===== config.mk =====
export PLATFORM = sky130hd
export DESIGN_NAME = lge_ctrl
export DESIGN_NICKNAME = d
export VERILOG_FILES = /design/src/sv/assert_macros.svh /design/src/sv/lge_pkg.sv /design/src/sv/lge_ctrl.sv
export SDC_FILE = /design/constraint.sdc
export NUM_CORES = 1
export LEC_CHECK = 0
export ABC_AREA = 1
export BUFFER_PORTS_ARGS = -buffer_cell sky130_fd_sc_hd__buf_2
export CORE_AREA = 4 4 41 43
export DETAILED_ROUTE_END_ITERATION = 12
export DIE_AREA = 0 0 45 47
export MAX_ROUTING_LAYER = met4
export PLACE_DENSITY_LB_ADDON = 0.1
export SYNTH_ARGS = -nofsm -noshare
export SYNTH_HDL_FRONTEND = slang
export SYNTH_SLANG_ARGS = --single-unit
export TNS_END_PERCENT = 5

===== constraint.sdc =====
create_clock -name clk -period 1.1 [get_ports clk]
set_input_delay 0.165 -clock clk [delete_from_list [all_inputs] [get_ports clk]]
set_output_delay 0.165 -clock clk [all_outputs]
set_load 0.005 [all_outputs]

===== src/sv/assert_macros.svh =====
// Assertion macros used by the top-level design file.
`ifndef ASSERT_MACROS_SVH
`define ASSERT_MACROS_SVH
`ifndef SYNTHESIS
`define LGE_ASSERT(lbl, clk, rst, prop) \
  lbl: assert property (@(posedge clk) disable iff (rst) prop) \
    else $error("property violated");
`define LGE_NEVER(lbl, clk, rst, cond) \
  lbl: assert property (@(posedge clk) disable iff (rst) !(cond)) \
    else $error("forbidden condition seen");
`else
`define LGE_ASSERT(lbl, clk, rst, prop)
`define LGE_NEVER(lbl, clk, rst, cond)
`endif
`endif


===== src/sv/lge_pkg.sv =====
// Shared types and constants of the life grid generation engine.
`timescale 1ns / 1ps
package lge_pkg;

  localparam int unsigned MAX_WIDTH_DEF  = 64;
  localparam int unsigned MAX_HEIGHT_DEF = 64;

  localparam int unsigned CFG_W = 7;
  localparam logic [CFG_W-1:0] CFG_RESET = 7'd64;

  typedef enum logic [1:0] {
    OP_STEP   = 2'd0,
    OP_TOGGLE = 2'd1,
    OP_CLEAR  = 2'd2,
    OP_READ   = 2'd3
  } op_t;

  typedef enum logic {
    REG_WIDTH  = 1'b0,
    REG_HEIGHT = 1'b1
  } reg_idx_t;

  typedef struct packed {
    logic cap;
    logic rd_pt;
    logic pt_eval;
    logic rd_sweep;
    logic win_clr;
    logic flush;
    logic clr;
    logic res_load;
  } cmd_t;

  typedef struct packed {
    op_t  op;
    logic in_rng;
    logic rd_last;
    logic out_free;
  } sts_t;

endpackage


===== src/sv/lge_ctrl.sv =====
// Operation sequencer of the life grid engine.
`timescale 1ns / 1ps
module lge_ctrl (
  input  logic          clk,
  input  logic          rst,
  input  logic          in_valid,
  output logic          in_ready,
  input  lge_pkg::sts_t sts,
  output lge_pkg::cmd_t cmd
);

  typedef enum logic [6:0] {
    S_IDLE  = 7'b0000001,
    S_DEC   = 7'b0000010,
    S_SWEEP = 7'b0000100,
    S_DRAIN = 7'b0001000,
    S_FLUSH = 7'b0010000,
    S_PWAIT = 7'b0100000,
    S_DONE  = 7'b1000000
  } state_t;

  state_t state, state_next;

  always_ff @(posedge clk) begin
    if (rst) begin
      state <= S_IDLE;
    end else begin
      state <= state_next;
    end
  end

  always_comb begin
    state_next = state;
    cmd        = '0;
    in_ready   = 1'b0;
    unique case (state)
      S_IDLE: begin
        in_ready = 1'b1;
        if (in_valid) begin
          cmd.cap    = 1'b1;
          state_next = S_DEC;
        end
      end
      S_DEC: begin
        unique case (sts.op) inside
          lge_pkg::OP_STEP: begin
            cmd.win_clr = 1'b1;
            state_next  = S_SWEEP;
          end
          lge_pkg::OP_CLEAR: begin
            cmd.clr    = 1'b1;
            state_next = S_DONE;
          end
          lge_pkg::OP_TOGGLE, lge_pkg::OP_READ: begin
            if (sts.in_rng) begin
              cmd.rd_pt  = 1'b1;
              state_next = S_PWAIT;
            end else begin
              state_next = S_DONE;
            end
          end
          default: state_next = S_DONE;
        endcase
      end
      S_SWEEP: begin
        cmd.rd_sweep = 1'b1;
        if (sts.rd_last) begin
          state_next = S_DRAIN;
        end
      end
      S_DRAIN: state_next = S_FLUSH;
      S_FLUSH: begin
        cmd.flush  = 1'b1;
        state_next = S_DONE;
      end
      S_PWAIT: begin
        cmd.pt_eval = 1'b1;
        state_next  = S_DONE;
      end
      S_DONE: begin
        if (sts.out_free) begin
          cmd.res_load = 1'b1;
          state_next   = S_IDLE;
        end
      end
      default: state_next = S_IDLE;
    endcase
  end

endmodule


Word level (Yosys, flattened, before mapping):

Index checks and enable logic that the tools add are counted.

* register bits after elaboration: 7
* bits of input ports: 8
* output and inout bits: 9
* logic and storage cells: 39

* equality and inequality tests: 13
* muxes and demuxes: 21
* reductions and logical operators: 4

Operators with widths (count)
* $pmux W7 S6: 1
* $mux W7: 4
* $mux W1: 15
* $pmux W7 S2: 1
* $eq A7 B1 Y1 const B: 1
* $eq A7 B2 Y1 const B: 1
* $eq A7 B3 Y1 const B: 1
* $eq A7 B4 Y1 const B: 1
* $eq A7 B5 Y1 const B: 1
* $eq A7 B6 Y1 const B: 1
* $eq A7 B7 Y1 const B: 1
* $ne A2 B2 Y1 const B: 3
* $eq A2 B2 Y1 const B: 2
* $reduce_or A2 Y1: 2
* $reduce_and A3 Y1: 1
* $eq A2 B1 Y1 const B: 1
* $logic_not A2 Y1: 1

Depth between registers and ports, before layout:

* depth after elaboration: 4
* gate-level depth with buffers: 9
* mapped depth without buffers: 9

Worst setup path before layout:

Ideal clock, no wire load.

* path type: register to register
* from: register state[0]
* to: register state[0]
* setup time: 0.112 ns
* arrival: 0.929 ns
* required time: 0.988 ns
* path slack: 0.059 ns
* cell stages (with the launch flop): 9
* path buffers: 0
* clock period less this slack: 1.041 ns
* cell sequence: dfxtp_1 > nor2_4 > nand2_2 > nor2_4 > nand2_2 > nand3_2 > inv_2 > nand2_1 > nand2_1

* longest elaborated chain between the ends: 3
* elaborated cells on any way between the ends: 13
* classes of those cells: eq/ne: 10; mux: 1; reduce/logical: 2

RTL lines
* from (decl): line lge_ctrl.sv:22 `state_t state, state_next;`
* from (signal assigned): line lge_ctrl.sv:28 `state <= state_next;`
* $eq A7 B6 Y1, or another cell as far along: line lge_ctrl.sv:36 `unique case (state)`
* $reduce_or A2 Y1 (no line) or $ne A2 B2 Y1 (tied branches)
* $pmux W7 S6 or $reduce_and A3 Y1 (tied branches)

Parallel ways exist; a longest one is shown, timed or not.
A chain may end at the register's enable or synchronous reset.

==> results.ini <==
[final_layout]
area_growth_pct = 43.3
antenna-diode-count = 0
layout_common_cells = 16 x buf_2, 11 x nand2_1, 11 x inv_1, 7 x inv_2, 7 x nor2_1
largest_reg_flops = 7
layout_commonest_cell = buf_2
reg_top3 = state (7)
drive_gt1_share_pct = 55.9
top_register = state
nNetsFinal = 111

[clock_network]
tritoncts = yes
cts.root.buffer_cell = clkbuf_4
postCtsHoldBufs = 0
htreeDepth = 1
numCtsBuffers = 3
clk_pin_slew_ps = 60
worstSkewPairLatency_ps = 250
clock_path_buffers = 2
cts_sinks = 7

[global_routing]
grt_max_degree = 7
antenna_found_initial = 0
grt_pass1_vias = 454
grt-ovfl-total = 0
grt_pass1_wl_mm = 1.77
grt_util_all_layers_pct = 12.3

[worst_setup_path]
worstPathRequired_ps = 940
cp.arrival_ps = 1180
endpoint_kind = output pin
ff2ff_setup_slack_ps = -70
worst-setup-path-type = reg -> out
r2r-end = state[0]$_SDFFE_PP1P_
r2r_cells = 10
worst_setup_path_start_kind = register
rr_startpoint = state[2]$_SDFFE_PP0P_
path_max_fanout = 4

[synth]
yosysSeqAreaShare_pct = 28.5
synth_compound_area_share_pct = 2.04
synthAdderAreaFrac_pct = 0
synth-xor-area-share_pct = 0
synth_simple_gate_area_share_pct = 55.0
syn_area_sq_um = 492
synthesis.nets = 84
postSynthCellCount = 76
syn_area_per_cell_sq_um = 6.47
yosys_warnings = 0
ys_ff_latch = 7
synth_cell_types = 16
muxShareOfSynthArea_pct = 0
synth_top_family_by_area = simple AND/OR/NAND/NOR gates

[sta]
slew_violations = 0
tightestPinTransition_ps = 197
rsz0062_at_grt = yes
finalSetupViolations = 13
maxSlewHeadroom_pct = 86.8
fin_crit_sh_pct = 123
fin_ws_ps = -250
min_period_ps = 1350
hold_viol = 0
finalClockSkew_ps = 5.60
max_freq_mhz = 741

[flow_run]
drv_cap = 0

[outcome]
outcome = finished, violations left
violations = setup timing

[routing]
drc = 0
vias = 529
wl_per_cell_um = 9.63
postRouteAntennaNets = 0
totalWireLength_mm = 1.13
drt_iter0_drc = 4
dr.pass1.iters = 4
avgViaCountPerCell = 4.52

[placement]
place_ws_ps = -84.2
port_buffers = 16
gp_congestion = 0.857
dp.final_hpwl_um = 873

[floorplan]
ios = 17
initial_utilization_pct = 37.8
die_area_sq_um = 2120
dieHeight_um = 47
die_w_um = 45
core-area_sq_um = 1300
rows = 13

[pwr]
peakVddDrop_mv = 0.768
powerDensity_nw_per_um2 = 1160
power_w = 0.000815
p_leak_nw = 0.387

[hold_path]
holdPathStages = 2
min-delay-path-class = in -> reg
hp-start = rst
holdPathEnd = state[5]$_SDFFE_PP0P_

-- synthesized netlist by cell type --
cell type | count | area, sq um
o21ai_0 | 1 | 5.00
nand3_1 | 6 | 30.0
nor3_2 | 1 | 10.0
inv_1 | 14 | 52.6
inv_2 | 5 | 18.8
nand3_2 | 2 | 20.0
a21oi_1 | 1 | 5.00
nand2_2 | 3 | 18.8
nand2_4 | 1 | 11.3
nor3_1 | 3 | 15.0
nand2_1 | 13 | 48.8
nor2_4 | 4 | 45.0
dfxtp_1 | 7 | 140
nor2_2 | 4 | 25.0
nor2_1 | 9 | 33.8
nand4_1 | 2 | 12.5
-- through the flow --
step	cell area (sq um)	hold WS (ps)	instances	setup TNS [ps]	util [%]
4_1_cts	672	160	115	-2350	51.6
2_1_floorplan	492	234	76	0	-
5_1_grt	704	148	117	-3250	54.1
6_report	704	155	117	-2040	54.1
3_5_place_dp	606	427	109	-357	46.5
3_3_place_gp	606	428	109	-310	46.5
-- report_power, final --
| group | internal [W] | switching, W | leakage, nW |
|---|---|---|---|
| registers | 0.000278 | 0.0000274 | 0.0586 |
| logic | 0.000113 | 0.000162 | 0.313 |
| clock network | 0.000139 | 0.0000958 | 0.0150 |
| total | 0.000530 | 0.000286 | 0.387 |
-- cells by family after synthesis --
family,count (synthesis)
AND/OR/NAND/NOR,48
AO/OA/AOI/OAI,2
flip-flops,7
buffers and inverters,19
-- cell type report --
class,count,area [sq um]
Clock buffer,4,26.3
Fill cell,150,597
Inverter,19,73.8
Multi-Input combinational cell,50,314
Sequential cell,7,146
Tap cell,15,18.8
Timing Repair Buffer,22,125
-- routing by layer --
| metal | vias up | track usage (%) | routed length (um) |
|---|---|---|---|
| met4 | 0 | 8.77 | 20 |
| met5 | - | - | 0 |
| met2 | 15 | 20.3 | 540 |
| met1 | 227 | 12.3 | 485 |
| met3 | 4 | 3.45 | 80 |
| li1 | 283 | - | - |
-- worst max path at each step --
stage | end | start | depth (start not counted)
floorplan | state[0]$_SDFFE_PP1P_ | state[0]$_SDFFE_PP1P_ | 8
global placement | cmd[1] | state[2]$_SDFFE_PP0P_ | 6
detailed placement | state[2]$_SDFFE_PP0P_ | state[1]$_SDFFE_PP0P_ | 5
CTS | cmd[3] | state[2]$_SDFFE_PP0P_ | 6
global route | cmd[6] | state[3]$_SDFFE_PP0P_ | 6
finish | cmd[3] | state[3]$_SDFFE_PP0P_ | 6
-- worst max-delay path, stage by stage (launching register included) --
cell and delay, ps:
dfxtp_2 330, inv_2 80, nand2_4 60, nor3_4 160
nand4_1 140, inv_1 70, buf_2 100
-- repair_timing --
item,in CTS,in global routing
setup buffers,2,2
gates resized for setup,9,8
pin swaps,4,3
gates cloned,0,0
setup endpoints to repair,13,15
Power figures use the tool's default switching activity.
